[src/hdl/svpwm_div.sv]
// Pipelined restoring divider, one quotient bit per stage, lanes share the
// divisor; a tag rides along. No dependencies.
`default_nettype none
module svpwm_div #(
  parameter int NW    = 36,
  parameter int DVW   = 16,
  parameter int QW    = 36,
  parameter int LANES = 1,
  parameter int TAGW  = 1
) (
  input  logic                      clk,
  input  logic                      rst_n,
  input  logic                      en,
  input  logic                      v_i,
  input  logic [LANES-1:0][NW-1:0]  num_i,
  input  logic [DVW-1:0]            den_i,
  input  logic [TAGW-1:0]           tag_i,
  output logic                      v_o,
  output logic [LANES-1:0][QW-1:0]  quo_o,
  output logic [TAGW-1:0]           tag_o
);

  logic [LANES-1:0][DVW-1:0] rem_r   [QW];
  logic [LANES-1:0][QW-1:0]  low_r   [QW];
  logic [DVW-1:0]            den_r   [QW];
  logic [TAGW-1:0]           tag_r   [QW];
  logic                      v_r     [QW];

  logic [LANES-1:0][DVW-1:0] rem_src [QW];
  logic [LANES-1:0][QW-1:0]  low_src [QW];
  logic [DVW-1:0]            den_src [QW];
  logic [TAGW-1:0]           tag_src [QW];
  logic                      v_src   [QW];

  for (genvar k = 0; k < QW; k++) begin : g_stage
    logic [LANES-1:0][DVW-1:0] rem_nxt;
    logic [LANES-1:0][QW-1:0]  low_nxt;

    if (k == 0) begin : g_first
      for (genvar l = 0; l < LANES; l++) begin : g_lane
        assign rem_src[0][l] = DVW'(num_i[l] >> QW);
        assign low_src[0][l] = num_i[l][QW-1:0];
      end
      assign den_src[0] = den_i;
      assign tag_src[0] = tag_i;
      assign v_src[0]   = v_i;
    end else begin : g_next
      assign rem_src[k] = rem_r[k-1];
      assign low_src[k] = low_r[k-1];
      assign den_src[k] = den_r[k-1];
      assign tag_src[k] = tag_r[k-1];
      assign v_src[k]   = v_r[k-1];
    end

    always_comb begin
      logic [DVW:0] cand;
      logic         ge;
      for (int l = 0; l < LANES; l++) begin
        cand = {rem_src[k][l], low_src[k][l][QW-1]};
        ge   = cand >= {1'b0, den_src[k]};
        rem_nxt[l] = ge ? DVW'(cand - {1'b0, den_src[k]}) : cand[DVW-1:0];
        low_nxt[l] = {low_src[k][l][QW-2:0], ge};
      end
    end

    always_ff @(posedge clk) begin
      if (!rst_n) begin
        v_r[k] <= 1'b0;
      end else if (en) begin
        v_r[k] <= v_src[k];
      end
    end

    always_ff @(posedge clk) begin
      if (en) begin
        rem_r[k] <= rem_nxt;
        low_r[k] <= low_nxt;
        den_r[k] <= den_src[k];
        tag_r[k] <= tag_src[k];
      end
    end
  end

  assign v_o   = v_r[QW-1];
  assign quo_o = low_r[QW-1];
  assign tag_o = tag_r[QW-1];

endmodule
`default_nettype wire
[config.mk]
export PLATFORM = sky130hd
export DESIGN_NAME = svpwm_div
export DESIGN_NICKNAME = d
export VERILOG_FILES = /design/src/hdl/svpwm_div.sv
export SDC_FILE = /design/constraint.sdc
export NUM_CORES = 2
export LEC_CHECK = 0
export BUFFER_PORTS_ARGS = -buffer_cell sky130_fd_sc_hd__buf_4
export CAP_MARGIN = 20
export CORE_MARGIN = 2
export CORE_UTILIZATION = 40
export CTS_CLUSTER_DIAMETER = 150
export DETAILED_ROUTE_END_ITERATION = 8
export SYNTH_ARGS = -nofsm -noshare
export SYNTH_HDL_FRONTEND = slang
export SYNTH_SLANG_ARGS = --single-unit
[constraint.sdc]
create_clock -name clk -period 4.9 [get_ports clk]
set_clock_uncertainty 0.2 [all_clocks]
set_input_delay 0.98 -clock clk [delete_from_list [all_inputs] [get_ports clk]]
set_output_delay 0.98 -clock clk [all_outputs]
set_load 0.01 [all_outputs]
==> Yosys cells after proc, flatten, opt, wreduce, memory -nomap -nowiden <==
Memory sizes are Yosys's and may differ from the RTL's.
Index checks and enable logic that the tools add are counted.
{ "classes": {"mux": 77, "add_sub_neg": 36, "bitwise_logic": 36, "order_cmp": 36} }
{ "op_table": {"columns": ["cell", "count"], "rows": [
  ["$ge 17x16->1", 35],
  ["$mux 16", 36],
  ["$sub 16x16->16", 35],
  ["$mux 1", 41],
  ["$or 1x1->1", 36],
  ["$ge 1x16->1", 1],
  ["$sub 1x16->16", 1]
]} }
{ "totals": {"memories": 5, "elab_cells": 190, "in_bits": 57, "out_inout_bits": 38, "ram_bits": 2520, "ff_bits": 0} }
{ "memory_table": {"columns": ["memory", "words", "width", "rd", "rd_ports_with_merged_regs", "wr", "line", "text"], "rows": [
  ["low_r", 36, 36, 36, 0, 36, "24", "logic [LANES-1:0][QW-1:0] low_r [QW];"],
  ["den_r", 36, 16, 35, 0, 36, "25", "logic [DVW-1:0] den_r [QW];"],
  ["rem_r", 36, 16, 35, 0, 36, "23", "logic [LANES-1:0][DVW-1:0] rem_r [QW];"],
  ["tag_r", 36, 1, 36, 0, 36, "26", "logic [TAGW-1:0] tag_r [QW];"],
  ["v_r", 36, 1, 36, 0, 36, "27", "logic v_r [QW];"]
]} }

==> Longest topological paths before layout <==
{ "depth": {"ltp_word": 4, "ltp_mapped": 13} }

==> Worst setup path after synthesis <==
No wires, ideal clock.
{ "synth_timing": {"kind": "flip-flop to flip-flop", "startpoint": "mem den_r[5][1]", "endpoint": "mem rem_r[6][10] (netlist bit), data pin", "arrival_ns": 2.836, "required_time_ns": 4.440, "path_slack_ns": 1.604, "setup_ns": 0.260, "path_stages_with_launch": 12, "path_cell_list": "edfxtp_1 inv_1 ha_1 nor2b_4 o31a_1 o31ai_4 a211oi_1 o31ai_2 a21oi_1 a2111oi_4 buf_6 mux2_4"} }
{ "synth_rtl": {"columns": ["element", "line"], "rows": [
  ["start, declared", "25"],
  ["end, declared", "23"]
]} }

==> results.sh <==
export IMPL_powerDensity_nw_per_um2=618.2
export IMPL_setup_tns_final_ps=0
export IMPL_grt_pass1_vias=57690
export IMPL_ys_seq_elements=2488
export IMPL_clk_latency_ps=870
export IMPL_max_freq_ghz=0.2560
export IMPL_clockPowerShare_pct=27.0
export IMPL_grt_ovfl_total=0
export IMPL_crit_type="register to register"
export IMPL_numPortBuffers=94
export IMPL_cts_max_path_buffers=4
export IMPL_via_per_inst=5.042
export IMPL_maxCapViolations=0
export IMPL_dieWidth_um=524.9
export IMPL_clk_pin_slew_ps=60
export IMPL_avgSynthCellArea_um2=14.93
export IMPL_cpMostUsedCell="inv_1"
export IMPL_critical_path_required_ps=5310
export IMPL_wl_um=195900
export IMPL_routedWlPerCell_um=17.19
export IMPL_tightest_slew_ps=1131
export IMPL_worstPathMaxFanout=31
export IMPL_sw_frac_of_total_pct=30.86
export IMPL_synthFlopType="edfxtp_1"
export IMPL_drt_first_pass_iters=6
export IMPL_cts_root_buf="clkbuf_16"
export IMPL_cp_slowest_cell="a211oi_1"
export IMPL_row_count=191
export IMPL_vdd_drop_max_mv=0.3080
export IMPL_track_usage_pct=13.92
export IMPL_async_flop_share_pct=0
export IMPL_min_path_type="primary input to register"
export IMPL_synth_area_leaders="edfxtp_1 69%, ha_1 6.5%, mux2_2 3.5%"
export IMPL_yosysWarnings=0
export IMPL_vias=57460
export IMPL_ios=95
export IMPL_synth_commonest_cells="2487 x edfxtp_1, 720 x inv_1, 562 x ha_1, 337 x mux2_2, 317 x a21oi_1"
export IMPL_cts_made_buffers=280
export IMPL_synth_largest_area_cell="edfxtp_1"
export IMPL_start_util_pct=40.16
export IMPL_synthDistinctLibCells=91
export IMPL_grt_pass1_wl_um=313100
export IMPL_power_frac_seq_pct=40.6
export IMPL_fin_crit_sh_pct=79.72
export IMPL_drive_above_1_share_pct=12.36
export IMPL_syn_to_final_growth_pct=13.32
export IMPL_maxSlewHeadroom_pct=24.57
export IMPL_drc=0
export IMPL_synthesis_area_um2=108600
export IMPL_post_dp_hpwl_um=132400
export IMPL_core_area_um2=270300
export IMPL_yosysSeqAreaShare_pct=68.82
export IMPL_p_leak_nw=46.88
export IMPL_drt_iter0_markers=4012
export IMPL_antenna_found_initial=3
export IMPL_rsz0062_at_grt="no"
export IMPL_endpoint_kind="register"
export IMPL_htreeDepth=5
export IMPL_grt_max_degree=185
export IMPL_fin_util_pct=45.51
export IMPL_chipHeight_um=524.9
export IMPL_combPwrFrac_pct=32.4
export IMPL_cts_sinks=2488
export IMPL_start_kind="register"
export IMPL_synth_most_common_cell="edfxtp_1"
export IMPL_synth_cells=7270
export IMPL_fin_crit_ps=3906
export IMPL_power_internal_w=0.05258
export IMPL_hold_viol_final=0
export IMPL_drv_slew=0
export IMPL_synth_edf_count=2487
export IMPL_status="finished clean"
export IMPL_place_congestion=0.8711
export IMPL_ant_nets=0
export IMPL_worstPathArrival_ps=4320
export IMPL_setup_viol_count_final=0
export IMPL_synth_top_cell_area_share_pct=68.80
export IMPL_crit_chain="inv_1 -> ha_1 -> nor2b_1 -> o31a_1 -> o21ai_0 -> nand2_1 -> a211oi_1 -> a31o_2 -> inv_1 -> mux2_2"
export IMPL_netSwitchingPower_w=0.02347
export IMPL_tritoncts="done"
export IMPL_crit_path_max_incr_delay_ps=680
export IMPL_synth_fp_nets=7923
export IMPL_fin_nets=8257
export IMPL_die_area_um2=275600
-- metal layers --
layer  GRT usage (%)  wire, µm
met1           19.11     90580
met2           22.53     91600
met5               0         0
met4           4.155      5151
met3           2.502      8601
-- cell usage in the layout (no fill, tap or decap), types with 49 or more instances in the layout --
| master | n |
|---|---|
| edfxtp_1 | 2487 |
| inv_1 | 720 |
| ha_1 | 562 |
| mux2_2 | 337 |
| a21oi_1 | 317 |
| nand2_1 | 311 |
| nor2_1 | 306 |
| o21ai_0 | 288 |
| clkbuf_16 | 285 |
| xnor2_1 | 236 |
| a21o_1 | 152 |
| xor2_1 | 138 |
| buf_4 | 136 |
| o21a_1 | 108 |
| nor3_1 | 104 |
| nor2b_1 | 99 |
| nand3_1 | 85 |
| nand4_1 | 76 |
| nand2b_1 | 71 |
| mux2i_1 | 62 |
| and3_1 | 60 |
| clkinv_1 | 58 |
| clkbuf_1 | 53 |
| a31oi_1 | 49 |
-- registers in the layout, summed over array words and instances, names as in the netlist --
register	cells
low_r	1296
den_r	560
rem_r	560
tag_r	36
v_r	36
-- cells by family after synthesis --
kind of cell,share of synthesized area (%)
adder cells (fa/ha/maj),7.105
buffers and inverters,3.056
AND/OR/NAND/NOR,5.746
flip-flops,68.82
multiplexers,4.261
AO/OA/AOI/OAI,8.000
XOR/XNOR,3.018
-- what timing repair did --
| item | 4_1_cts | 5_1_grt |
|---|---|---|
| gates resized for setup | 0 | 0 |
| endpoints found under the setup margin | 0 | 0 |
| hold buffers | 2 | 0 |
| setup buffers | 0 | 0 |
| hold endpoints to repair | 2 | 0 |
-- power groups by stage --
stage / clock, W / sequential (W) / combinational (W)
floorplan: 0 / 0.0302 / 0.0193
global placement: 0 / 0.0313 / 0.0239
detailed placement: 0 / 0.0313 / 0.0243
CTS: 0.0214 / 0.0309 / 0.0246
global route: 0.0222 / 0.0312 / 0.0275
finish: 0.0206 / 0.0309 / 0.0246
-- worst max-delay path: cells and delay by family (launching register included) --
| family | cells | cell delay, ps |
|---|---|---|
| AO/OA/AOI/OAI | 4 | 1920 |
| flip-flops | 1 | 430 |
| AND/OR/NAND/NOR | 2 | 340 |
| multiplexers | 1 | 290 |
| adder cells (fa/ha/maj) | 1 | 250 |
| buffers and inverters | 2 | 230 |
-- final timing paths --
| check | end | slack (ps) | start | cells past startpoint |
|---|---|---|---|---|
| hold / removal | low_r[0][7]$_DFFE_PP_ | 90 | num_i[6] | 1 |
| hold reg to reg | low_r[5][136]$_DFFE_PP_ | 160 | low_r[5][99]$_DFFE_PP_ | 0 |
| setup reg to reg | rem_r[7][12]$_DFFE_PP_ | 990 | den_r[6][1]$_DFFE_PP_ | 10 |
| setup / recovery | rem_r[7][12]$_DFFE_PP_ | 990 | den_r[6][1]$_DFFE_PP_ | 10 |
-- per-stage QoR --
stage / cells / hold WS [ps] / instance area [µm²] / power, W / worst slack, ps
6_report: 11400 / 94.26 / 123000 / 0.07605 / 993.8
4_1_cts: 11400 / 2.565 / 123000 / 0.07688 / 1010
3_3_place_gp: 10890 / 200.2 / 113900 / 0.05521 / 1101
5_1_grt: 11400 / 25.11 / 123000 / 0.08084 / 742.3
3_5_place_dp: 10890 / 204.5 / 113900 / 0.05569 / 1048
2_1_floorplan: 7270 / 200.3 / 108600 / 0.04952 / 1604
-- final cells by class --
| class | instances | area [µm²] |
|---|---|---|
| well taps | 3570 | 4467 |
| fillers | 23500 | 147300 |
| flip-flops and latches | 2488 | 74700 |
| multi-input cells | 3952 | 30560 |
| diodes | 1 | 2.502 |
| repair buffers | 161 | 1504 |
| inverters | 721 | 2706 |
| clock buffers | 338 | 7331 |
| clock inverters | 166 | 1740 |
Power figures use the tool's default switching activity.
