$ cat src/hdl/svpwm_pkg.sv
// Shared constants, types and the elaboration-time sine routine for the
// space-vector PWM block. No dependencies.
`default_nettype none
package svpwm_pkg;

  localparam int unsigned FULL_TURN    = 5760;
  localparam int unsigned HALF_TURN    = 2880;
  localparam int unsigned QUARTER_TURN = 1440;

  localparam int ANG_W  = 13;
  localparam int SUM_W  = 14;
  localparam int PROD_W = 20;
  localparam int RED_W  = 16;
  localparam int EL_W   = 13;
  localparam int REM_W  = 11;
  localparam int MAG_W  = 26;
  localparam int TS_W   = 16;

  // floor(2^32 / 1440)
  localparam logic [21:0] RECIP_1440 = 22'd2982616;
  localparam logic [16:0] COS30_Q16  = 17'd56756;
  localparam logic [16:0] SQRT3_Q16  = 17'd113512;
  localparam logic [63:0] HALF_PI_Q30 = 64'd1686629713;

  localparam int CFG_IDX_W = 3;
  localparam logic [CFG_IDX_W-1:0] REG_VOLT_D   = 3'd0;
  localparam logic [CFG_IDX_W-1:0] REG_VOLT_Q   = 3'd1;
  localparam logic [CFG_IDX_W-1:0] REG_BUS      = 3'd2;
  localparam logic [CFG_IDX_W-1:0] REG_PERIOD   = 3'd3;
  localparam logic [CFG_IDX_W-1:0] REG_POLES    = 3'd4;
  localparam logic [CFG_IDX_W-1:0] REG_REVERSE  = 3'd5;

  typedef logic [2:0] sector_t;
  localparam sector_t SEC_1 = 3'd1;
  localparam sector_t SEC_2 = 3'd2;
  localparam sector_t SEC_3 = 3'd3;
  localparam sector_t SEC_4 = 3'd4;
  localparam sector_t SEC_5 = 3'd5;
  localparam sector_t SEC_6 = 3'd6;

  typedef struct packed {
    sector_t          sector;
    logic [MAG_W-1:0] m1;
    logic [MAG_W-1:0] m2;
  } vec_t;

  // sin(x), x in Q30 radians, Taylor series, rounded to frac bits
  function automatic logic [63:0] sine_q30(input logic [63:0] x, input int frac);
    logic [63:0]        x2;
    logic [63:0]        term;
    logic [63:0]        v;
    logic signed [63:0] acc;
    x2   = (x * x) >> 30;
    term = x;
    acc  = signed'(x);
    for (int k = 1; k <= 12; k++) begin
      term = ((term * x2) >> 30) / 64'((2 * k) * (2 * k + 1));
      if (k[0]) acc = acc - signed'(term);
      else acc = acc + signed'(term);
    end
    if (acc < 0) acc = 0;
    if (acc > 64'sd1073741824) acc = 64'sd1073741824;
    v = (unsigned'(acc) + (64'd1 << (29 - frac))) >> (30 - frac);
    if (v > (64'd1 << frac)) v = 64'd1 << frac;
    return v;
  endfunction

endpackage
`default_nettype wire

$ cat src/hdl/svpwm_angle.sv
// Angle front end: mechanical angle to electrical quadrant and table index.
// Depends on svpwm_pkg.
`default_nettype none
module svpwm_angle import svpwm_pkg::*; #(
  parameter int DEPTH = 1024,
  localparam int IDX_W = $clog2(DEPTH + 1)
) (
  input  logic             clk,
  input  logic             rst_n,
  input  logic             en,
  input  logic             v_i,
  input  logic [ANG_W-1:0] mech_i,
  input  logic             rev_i,
  input  logic [5:0]       pp_i,
  output logic             v_o,
  output logic [1:0]       quad_o,
  output logic [IDX_W-1:0] idx_o
);

  localparam int NW = $clog2((QUARTER_TURN - 1) * DEPTH + QUARTER_TURN / 2 + 1);

  logic [7:0]        v_r;
  logic [SUM_W-1:0]  a_r;
  logic [PROD_W-1:0] p_r;
  logic [RED_W-1:0]  x_r;
  logic [EL_W-1:0]   e_r;
  logic [REM_W-1:0]  rm_r;
  logic [NW-1:0]     n_r;
  logic [NW-1:0]     n7_r;
  logic [IDX_W-1:0]  q0_r;
  logic [1:0]        quad5_r, quad6_r, quad7_r, quad8_r;
  logic [IDX_W-1:0]  idx_r;

  logic [PROD_W-1:0] red_a;
  logic [RED_W-1:0]  red_b;
  logic [1:0]        quad_nxt;
  logic [EL_W-1:0]   off;
  logic [NW+21:0]    rprod;
  logic [NW-1:0]     rem;
  logic [IDX_W:0]    idx_w;
  logic [IDX_W-1:0]  idx_nxt;

  always_comb begin
    red_a = p_r;
    for (int k = 6; k >= 3; k--) begin
      if (red_a >= PROD_W'(FULL_TURN << k)) red_a = red_a - PROD_W'(FULL_TURN << k);
    end
  end

  always_comb begin
    red_b = x_r;
    for (int k = 2; k >= 0; k--) begin
      if (red_b >= RED_W'(FULL_TURN << k)) red_b = red_b - RED_W'(FULL_TURN << k);
    end
  end

  always_comb begin
    if (e_r >= EL_W'(3 * QUARTER_TURN)) begin
      quad_nxt = 2'd3;
      off = EL_W'(3 * QUARTER_TURN);
    end else if (e_r >= EL_W'(HALF_TURN)) begin
      quad_nxt = 2'd2;
      off = EL_W'(HALF_TURN);
    end else if (e_r >= EL_W'(QUARTER_TURN)) begin
      quad_nxt = 2'd1;
      off = EL_W'(QUARTER_TURN);
    end else begin
      quad_nxt = 2'd0;
      off = '0;
    end
  end

  assign rprod = (NW + 22)'(n_r) * (NW + 22)'(RECIP_1440);

  always_comb begin
    rem   = n7_r - NW'(q0_r) * NW'(QUARTER_TURN);
    idx_w = (IDX_W + 1)'(q0_r) + (IDX_W + 1)'(rem >= NW'(QUARTER_TURN));
    if (idx_w > (IDX_W + 1)'(DEPTH)) idx_nxt = IDX_W'(DEPTH);
    else idx_nxt = idx_w[IDX_W-1:0];
  end

  always_ff @(posedge clk) begin
    if (!rst_n) begin
      v_r <= '0;
    end else if (en) begin
      v_r <= {v_r[6:0], v_i};
    end
  end

  always_ff @(posedge clk) begin
    if (en) begin
      a_r     <= SUM_W'(mech_i) + (rev_i ? SUM_W'(HALF_TURN) : SUM_W'(0));
      p_r     <= PROD_W'(a_r) * PROD_W'(pp_i);
      x_r     <= red_a[RED_W-1:0];
      e_r     <= red_b[EL_W-1:0];
      rm_r    <= REM_W'(e_r - off);
      quad5_r <= quad_nxt;
      n_r     <= NW'(rm_r) * NW'(DEPTH) + NW'(QUARTER_TURN / 2);
      quad6_r <= quad5_r;
      q0_r    <= rprod[32 +: IDX_W];
      n7_r    <= n_r;
      quad7_r <= quad6_r;
      idx_r   <= idx_nxt;
      quad8_r <= quad7_r;
    end
  end

  assign v_o    = v_r[7];
  assign quad_o = quad8_r;
  assign idx_o  = idx_r;

endmodule
`default_nettype wire

$ cat config.mk
export PLATFORM = sky130hd
export DESIGN_NAME = svpwm_angle
export DESIGN_NICKNAME = d
export VERILOG_FILES = /design/src/hdl/svpwm_pkg.sv /design/src/hdl/svpwm_angle.sv
export SDC_FILE = /design/constraint.sdc
export NUM_CORES = 1
export LEC_CHECK = 0
export BUFFER_PORTS_ARGS = -buffer_cell sky130_fd_sc_hd__buf_4
export CAP_MARGIN = 10
export CORE_AREA = 2 2 203 205
export CTS_CLUSTER_SIZE = 25
export DETAILED_ROUTE_END_ITERATION = 10
export DIE_AREA = 0 0 205 207
export PLACE_DENSITY = 0.56
export SYNTH_ARGS = -nofsm -noshare
export SYNTH_HDL_FRONTEND = slang
export SYNTH_SLANG_ARGS = --single-unit
export TNS_END_PERCENT = 10
$ cat constraint.sdc
create_clock -name clk -period 8.4 [get_ports clk]
set_clock_uncertainty 0.1 [all_clocks]
set_input_delay 2.52 -clock clk [delete_from_list [all_inputs] [get_ports clk]]
set_output_delay 2.52 -clock clk [all_outputs]
set_load 0.03 [all_outputs]
## Yosys cells after proc, flatten, opt, wreduce, memory -nomap -nowiden

Cells that the tools add are included.

- Muxes and demuxes: 13
- Multiply operators: 3
- Reduce and logical (&&, ||, !) cells: 1
- Magnitude comparators: 12
- Add/sub/neg operators: 12

Operators with widths:

| operator | number |
|---|---|
| two-way mux 20 bit | 3 |
| two-way mux 16 bit | 3 |
| multiplier 21 x 19 -> 40 bit, second input constant | 1 |
| two-way mux 11 bit | 3 |
| adder 21 x 10 -> 21 bit, second input constant | 1 |
| >= comparator 21 x 11 -> 1 bit, second input constant | 1 |
| subtractor 21 bit | 1 |
| >= comparator 20 x 16 -> 1 bit, second input constant | 1 |
| >= comparator 20 x 17 -> 1 bit, second input constant | 1 |
| >= comparator 20 x 18 -> 1 bit, second input constant | 1 |
| >= comparator 20 x 19 -> 1 bit, second input constant | 1 |
| multiplier 14 x 6 -> 20 bit | 1 |
| subtractor 20 x 17 -> 20 bit, second input constant | 1 |
| subtractor 20 x 18 -> 20 bit, second input constant | 1 |
| subtractor 20 x 19 -> 20 bit, second input constant | 1 |
| >= comparator 16 x 13 -> 1 bit, second input constant | 1 |
| >= comparator 16 x 14 -> 1 bit, second input constant | 1 |
| >= comparator 16 x 15 -> 1 bit, second input constant | 1 |
| multiplier 11 x 6 -> 16 bit, second input constant | 1 |
| subtractor 16 x 14 -> 16 bit, second input constant | 1 |
| subtractor 16 x 15 -> 16 bit, second input constant | 1 |
| subtractor 16 bit, second input constant | 1 |
| adder 13 x 12 -> 14 bit | 1 |
| >= comparator 13 x 11 -> 1 bit, second input constant | 1 |
| other kinds (10) | 11 |

- Output and inout bits: 14
- Input bits: 24
- Register bits: 154

## Logic depth before layout (Yosys ltp)

Gate-level depths: netlist (run 1).

- Depth after elaboration: 8
- Depth in mapped cells: 34

## Worst setup path before layout (run 1)

Ideal clock, no wire load.

- Path type: in2reg
- From: input pp_i[2]
- To: register p_r[19], data pin
- Cell stages on the path: 21
- Setup time: 258 ps
- Setup slack: 1,304 ps
- Buffers on the path: 1
- Data arrival time: 6,739 ps
- Path through: clkbuf_1 -> nand2_1 -> fa_1 -> inv_1 -> ha_1 -> inv_1 -> fa_1 -> inv_1 -> fa_1 -> a21o_1 -> a21oi_1 -> o21bai_1 -> a21oi_1 -> o21bai_1 -> a21oi_1 -> o21ai_0 -> o41ai_1 -> o21ai_0 -> o21a_1 -> nor2_1 -> xnor2_1

- Word-level cells in the longest chain between the ends: 1

RTL lines:

| item | line | RTL |
|---|---|---|
| start, declared | svpwm_angle.sv:14 | `input logic [5:0] pp_i,` |
| multiplier 14 x 6 -> 20 bit | svpwm_angle.sv:93 | `p_r <= PROD_W'(a_r) * PROD_W'(pp_i);` |
| end signal, assigned | svpwm_angle.sv:93 |  |
| end, declared | svpwm_angle.sv:24 | `logic [PROD_W-1:0] p_r;` |

No other way between the ends.
A chain may end at the register's enable or synchronous reset.

## Final worst setup path (run 1)

Ends and elaborated chain as after synthesis.

==> results.md, run 1 <==
- Largest net degree at the start of global routing: 85
- Buffers on Ports: 37
- Global Route Usage Sum: approximately an eighth
- Critical path type: input pin to register
- Hold buffer count at CTS: 0
- Most common cell after layout, fill and taps aside: inv_1
- CP bufs+invs: 3
- Global-route wire length before repair: 45.8 mm
- Fin util: a little under two fifths
- Die height: 207 um
- Sequential fraction of the synthesis area: about 28%
- Slowest stage delay, CP: around 550 ps
- Area leader, netlist: edfxtp_1
- Die X: 205 um
- Post-synth EDFFs: 126
- Final Hold Fails: 0
- Fin crit share: 83.9%
- Worst EP arrival: 7150 ps
- Drt wl/cell: around 14 um
- CTS tree: built
- Layout cells sized above 1: under 10%
- Status: completed
- Post_cts resized: 0
- DRC: 0
- Crit path launch type: input pin
- Max Cap Viol: 0
- Initial antenna violation count: 0
- Vias in the first global route: between 9000 and 10000
- Final Slew Violations: 0
- Core footprint: about 40000 sq um
- Placed inst area: 14900 sq um
- Register bit total from synthesis: between 100 and 150
- Drt first pass iters: 4
- Syn Nets: ~1700
- CTS max path bufs: 2
- Required time of the worst setup path: roughly 8500 ps
- Post-route setup TNS: 0 ps
- Num rows: between 70 and 80
- Synthesized area per cell: approximately 10 sq um
- Clk_lat worst skew: around 440 ps
- Area contributors post-synth: edfxtp_1, fa_1, ha_1
- Slowest CP cell: o41ai_1
- H-tree Lvls: 4
- Setup Buffers After CTS: 0
- Critical path capture point type: register
- GR Overflow Total: 0
- Gate count after technology mapping: between 1000 and 1500
- Die ar.: approximately 42000 sq um
- TritonCTS buffer count: 17
- Ys async rst share: 0%
- Unique masters post-synth: 77
- RSZ-0062 raised after global routing: false
- Design area: roughly 15000 sq um
- Area growth syn-to-layout: 10.5%
- Initial DRC count: 330
- Slew Limit Headroom: between 40% and 50%
- Post-Route WL: 26.3 mm
- Critical path fanouts, max: 14
- CTS clk-pin slew, worst paths: roughly 70 ps
- Vias per cell: around 4.8
- Top FF cell, synth: edfxtp_1
- Fin nets: approximately 1700
- Initial Utilization: 34.7%
- I/O Pins: 38
- Gp weighted congestion: ~0.80
- Critical path's top delay family: compound AO/OA/AOI/OAI gates
- Synth top area share: between 20 and 30%
- Ys Warns: 0
- Tmin final: between 7000 and 8000 ps
- Vias: a little over 9000
- Worst Hold Class: register to register
- Slew of the pin with the lowest slew margin: between 700 and 800 ps
- Most frequent cells in the layout: inv_1, ha_1, fa_1
- DP HPWL: ~21 mm
- Syn Std Cell Area: 14000 sq um
- Number of routed nets with antenna violations: 0
- Root buffer cell: clkbuf_16
- Crit path cell chain: buf_4 > and2_1 > fa_1 > inv_1 > fa_1 > fa_1 > inv_1 > ha_1 > a21o_1 > a21oi_1 > o21bai_1 > a21oi_1 > o21bai_1 > a21oi_1 > o21ai_0 > o41ai_1 > o21ai_0 > o21a_1 > nor2_1 > xnor2_1
- FMAX: between 0.1 and 0.15 GHz
- Diode count: 0
- # setup viols final: 0
- Clock sink count: approximately 130
-- metrics by stage --
stage	cells	hold WS, ps	setup slack (ps)
final	1934	311	1350
after detailed placement	1902	305	845
after global placement	1902	302	895
after global routing	1934	316	676
after CTS	1934	313	1310
after floorplan	1351	300	1300
-- state kept, by name, indices dropped and copies added, names as in the netlist --
name	flops
p_r	20
q0_r	11
idx_o	11
quad6_r	2
v_r	8
rm_r	11
n_r	11
e_r	13
quad5_r	2
quad_o	2
n7_r	11
x_r	16
quad7_r	2
a_r	14
-- final timing paths --
kind | startpoint | end | slack, ps | depth (start not counted)
worst max-delay path | pp_i[2] | p_r[19] | 1350 | 20
worst min-delay path | rm_r[7] | n_r[17] | 310 | 0
worst max register to register | q0_r[2] | idx_o[1] | 1370 | 34
worst min register to register | rm_r[7] | n_r[17] | 310 | 0
-- final cells by class --
cell class | instances | area, sq um
clock buffers | 19 | 433
clock inverters | 13 | 171
fillers | 4050 | 24900
inverters | 234 | 878
multi-input cells | 964 | 9080
flip-flops and latches | 134 | 3940
well taps | 532 | 666
repair buffers | 38 | 289
-- metal layers --
| metal | global-route usage, % | vias to the layer above | part of all wire (%) |
|---|---|---|---|
| met1 | 16.5 | 4505 | 45 |
| met4 | 3.82 | 0 | 1.7 |
| met3 | 2.42 | 27 | 2.5 |
| met5 | 0 | - | 0 |
| met2 | 23.6 | 91 | 51 |
| li1 | - | 4674 | - |
-- logic make-up after synthesis --
| logic type | count (synthesis) | synth area share, % |
|---|---|---|
| compound gates | 228 | 11.5 |
| xor+xnor | 79 | 4.94 |
| fa+ha+maj | 333 | 36.7 |
| buf+inv | 253 | 6.93 |
| flops | 134 | 28.2 |
| mux | 20 | 1.46 |
| simple gates | 304 | 10.3 |
-- Yosys cell counts (6+ instances only) --
cell type and count:
inv_1 233, ha_1 204, fa_1 129, edfxtp_1 126, nand2_1 108, nor2_1 62, a21oi_1 58, xnor2_1 55
o21ai_0 35, a21o_1 31, and2_1 27, xor2_1 24, nand3_1 21, nor3_1 21, mux2i_1 17, nor2b_1 16
a31oi_1 12, clkbuf_1 12, nor4_1 10, o21a_1 9, a21boi_0 8, dfxtp_1 8, nand2b_1 8, o21bai_1 8
or3_1 7, nand4_1 6
Power of run 1 is not shown: default switching activity piles up to over one toggle a cycle in this logic, so the estimate is an artifact.
==> inputs of run 2 (changes only) <==
Settings changed: ABC_AREA set to 1, CORE_AREA 2 2 203 205 to 2 2 205 207, DIE_AREA 0 0 205 207 to 0 0 207 209, PLACE_DENSITY 0.56 to 0.57.
Clock period 8.4 ns to 6.4 ns, I/O delays scaled along.
==> run 2 against run 1 <==
  * First-iteration DRC count grew 3.6%
  * Count of clock-buffer cells in the layout shrank 2
  * Final cell count grew 15%
  * Synthesized area grew 1.7%
  * Global-route usage grew 0.20 points
  * Register-to-register slack lost 1300 ps
  * Die area grew 2.0%
  * Highest routed layer unchanged
==> results.md, run 2 <==
- Most common cell after layout, fill and taps aside: inv_1
- Layout cells sized above 1: 14.3% (+7.6 points)
- Global-route wire length before repair: 48.1 mm (+5.1%)
- Placed inst area: 15600 sq um (+4.8%)
- H-tree Lvls: 4 (unchanged)
- Hold Crit Start: rm_r[5]
- Clk_lat worst skew: 430 ps (about the same)
- Syn Std Cell Area: 14200 sq um (+1.7%)
- Count leader, synth: inv_1
- Reg2Reg Setup Slack: 80 ps (-1290 ps)
- CTS clk-pin slew, worst paths: 60 ps (about the same)
- Fin nets: 2020 (+16%)
- Sequential cell area: 3940 sq um (unchanged)
- Clock sink count: 134 (unchanged)
- Critical path type: register to register
- Ys Warns: 0 (unchanged)
- Unique masters post-synth: 46 (-40%)
- Crit path launch type: register
- Post-synth EDFFs: 126 (unchanged)
- Max Cap Viol: 0 (unchanged)
- Top FF cell, synth: edfxtp_1
- Post-Route WL: 28.3 mm (+7.6%)
- Hold Path End: n_r[15]
- Area leader, netlist: edfxtp_1
- Initial antenna violation count: 0 (unchanged)
- I/O Pins: 38 (unchanged)
- DRC: 0 (unchanged)
- Slew of the pin with the lowest slew margin: 706 ps (-88.8 ps)
- GR Overflow Total: 0 (unchanged)
- Largest net degree at the start of global routing: 78 (-8.2%)
- Final Slew Violations: 0 (unchanged)
- Biggest regs: p_r (20), x_r (16), a_r (14)
- Worst setup path startpoint: q0_r[4]
- Area contributors post-synth: edfxtp_1, fa_1, ha_1
- Critical path capture point type: register
- Max reg flops: 20 (unchanged)
- Root buffer cell: clkbuf_16
- Post-route setup TNS: 0 ps (unchanged)
- CTS max path bufs: 2 (unchanged)
- Global Route Usage Sum: 13.6% (+0.20 points)
- Num rows: 75 (+1.4%)
- Design area: 16500 sq um (+6.9%)
- Slew Limit Headroom: 53.0% (+5.9 points)
- # setup viols final: 0 (unchanged)
- Gp weighted congestion: 0.856 (+7.2%)
- Buffers on Ports: 37 (unchanged)
- Synth top area share: 26.6% (-0.45 points)
- Initial Utilization: 34.5% (-0.19 points)
- Fin crit share: around 100%
- Syn Nets: 1902 (+11%)
- Crit Reg-Reg Endpoint: idx_o[2]
- FMAX: 0.158 GHz
- Tmin final: ~6300 ps
- Cell repeated most along the worst path: nand2_1
- Gate count after technology mapping: 1545 (+14%)
- Drt wl/cell: 12.8 um (-6.1%)
- Synthesized area per cell: 9.21 sq um (-11%)
- Register bit total from synthesis: 134 (unchanged)
- Largest Register: p_r
- Die ar.: 43300 sq um (+2.0%)
- Number of routed nets with antenna violations: 0 (unchanged)
- Die X: 207 um (+0.98%)
- Core footprint: 41300 sq um (+2.3%)
- Most frequent cells in the layout: inv_1, nand2_1, ha_1
- Vias: 10100 (+9.2%)
- Vias per cell: 4.58 (-4.7%)
- Worst Reg2Reg Path Length in Cells: 37 (+8.8%)
- Final hold slack: 305 ps (-6.77 ps)
- TritonCTS buffer count: 17 (unchanged)
- Initial DRC count: 342 (+3.6%)
- Vias in the first global route: 10300 (+6.0%)
- Worst Hold Class: register to register
- Sequential fraction of the synthesis area: 27.7% (-0.47 points)
- Ys async rst share: 0% (unchanged)
- Drt first pass iters: 5 (+1)
- Worst EP arrival: 6410 ps (-740 ps)
- Diode count: 0 (unchanged)
- DP HPWL: 23.1 mm (+8.8%)
- Worst hold stages: 0 (unchanged)
- Status: completed
- Final Hold Fails: 0 (unchanged)
- Die height: 209 um (+0.97%)
- Top cells by count, synth: inv_1, nand2_1, ha_1
- RSZ-0062 raised after global routing: true
- Fillers: 4150 (+2.5%)
- Slowest stage delay, CP: 500 ps (-50 ps)
- CTS tree: built
- Multi-input gate area: 9240 sq um (+1.7%)
- Required time of the worst setup path: 6490 ps (-2010 ps)
- Area growth syn-to-layout: 16.2%
- Critical path fanouts, max: 7 (-7)
- Critical R2R Launch: q0_r[4]
- Slowest CP cell: fa_1
## run 2: critical path: cells and delay by family, from the launching register on
family | cells | cell delay [ps]
buf+inv | 5 | 460
compound gates | 8 | 1150
fa+ha+maj | 6 | 1910
simple gates | 15 | 1560
xor+xnor | 3 | 460
flops | 1 | 410
## run 2: cell families after synthesis
kind of cell / share of synthesized area (%)
and+or+nand+nor: 15.4
buffers and inverters: 9.19
adders and majority gates: 36.1
AOI/OAI and AO/OA: 6.14
DFF: 27.7
xor gates and xnor gates: 5.47
## run 2: worst max-delay path by stage
| stage | end | depth (start not counted) |
|---|---|---|
| after floorplan | idx_o[2] | 34 |
| after global placement | idx_o[2] | 34 |
| after detailed placement | idx_o[2] | 36 |
| after CTS | idx_o[2] | 38 |
| after global routing | idx_o[2] | 37 |
| final | idx_o[2] | 37 |
## run 2: layout make-up
class                           instances  area share (%)
Multi-Input combinational cell       1063            55.8
Tap cell                              539            4.08
Clock inverter                         15            1.01
Inverter                              342            7.79
Clock buffer                           17            2.57
Timing Repair Buffer                  105            4.86
Sequential cell                       134            23.8
## run 2: routing by layer
| metal | part of all wire (%) | wire (um) | vias to the layer above | track usage, % |
|---|---|---|---|---|
| li1 | - | - | 5189 | - |
| met1 | 44 | 12500 | 4843 | 16.3 |
| met2 | 52 | 14800 | 95 | 25.0 |
| met3 | 1.8 | 513 | 22 | 1.76 |
| met4 | 1.7 | 491 | 0 | 4.29 |
| met5 | 0 | 0 | - | 0 |
## run 2: timing repair
item / CTS / global route
gates cloned: 0 / 0
setup buffers: 5 / 9
hold buffers: 0 / 0
gates resized for setup: 14 / 47
pin swaps: 6 / 38
endpoints found under the setup margin: 11 / 12
## run 2: through the flow
| step | worst slack [ps] | utilization (%) | cells |
|---|---|---|---|
| after global routing | -363 | 40.1 | 2215 |
| after floorplan | 55.3 | - | 1545 |
| after global placement | -104 | 37.7 | 2169 |
| after detailed placement | -343 | 37.7 | 2169 |
| after CTS | 35.0 | 39.4 | 2206 |
| final | 76.6 | 40.1 | 2215 |
Power of run 2 is left out for the same reason.
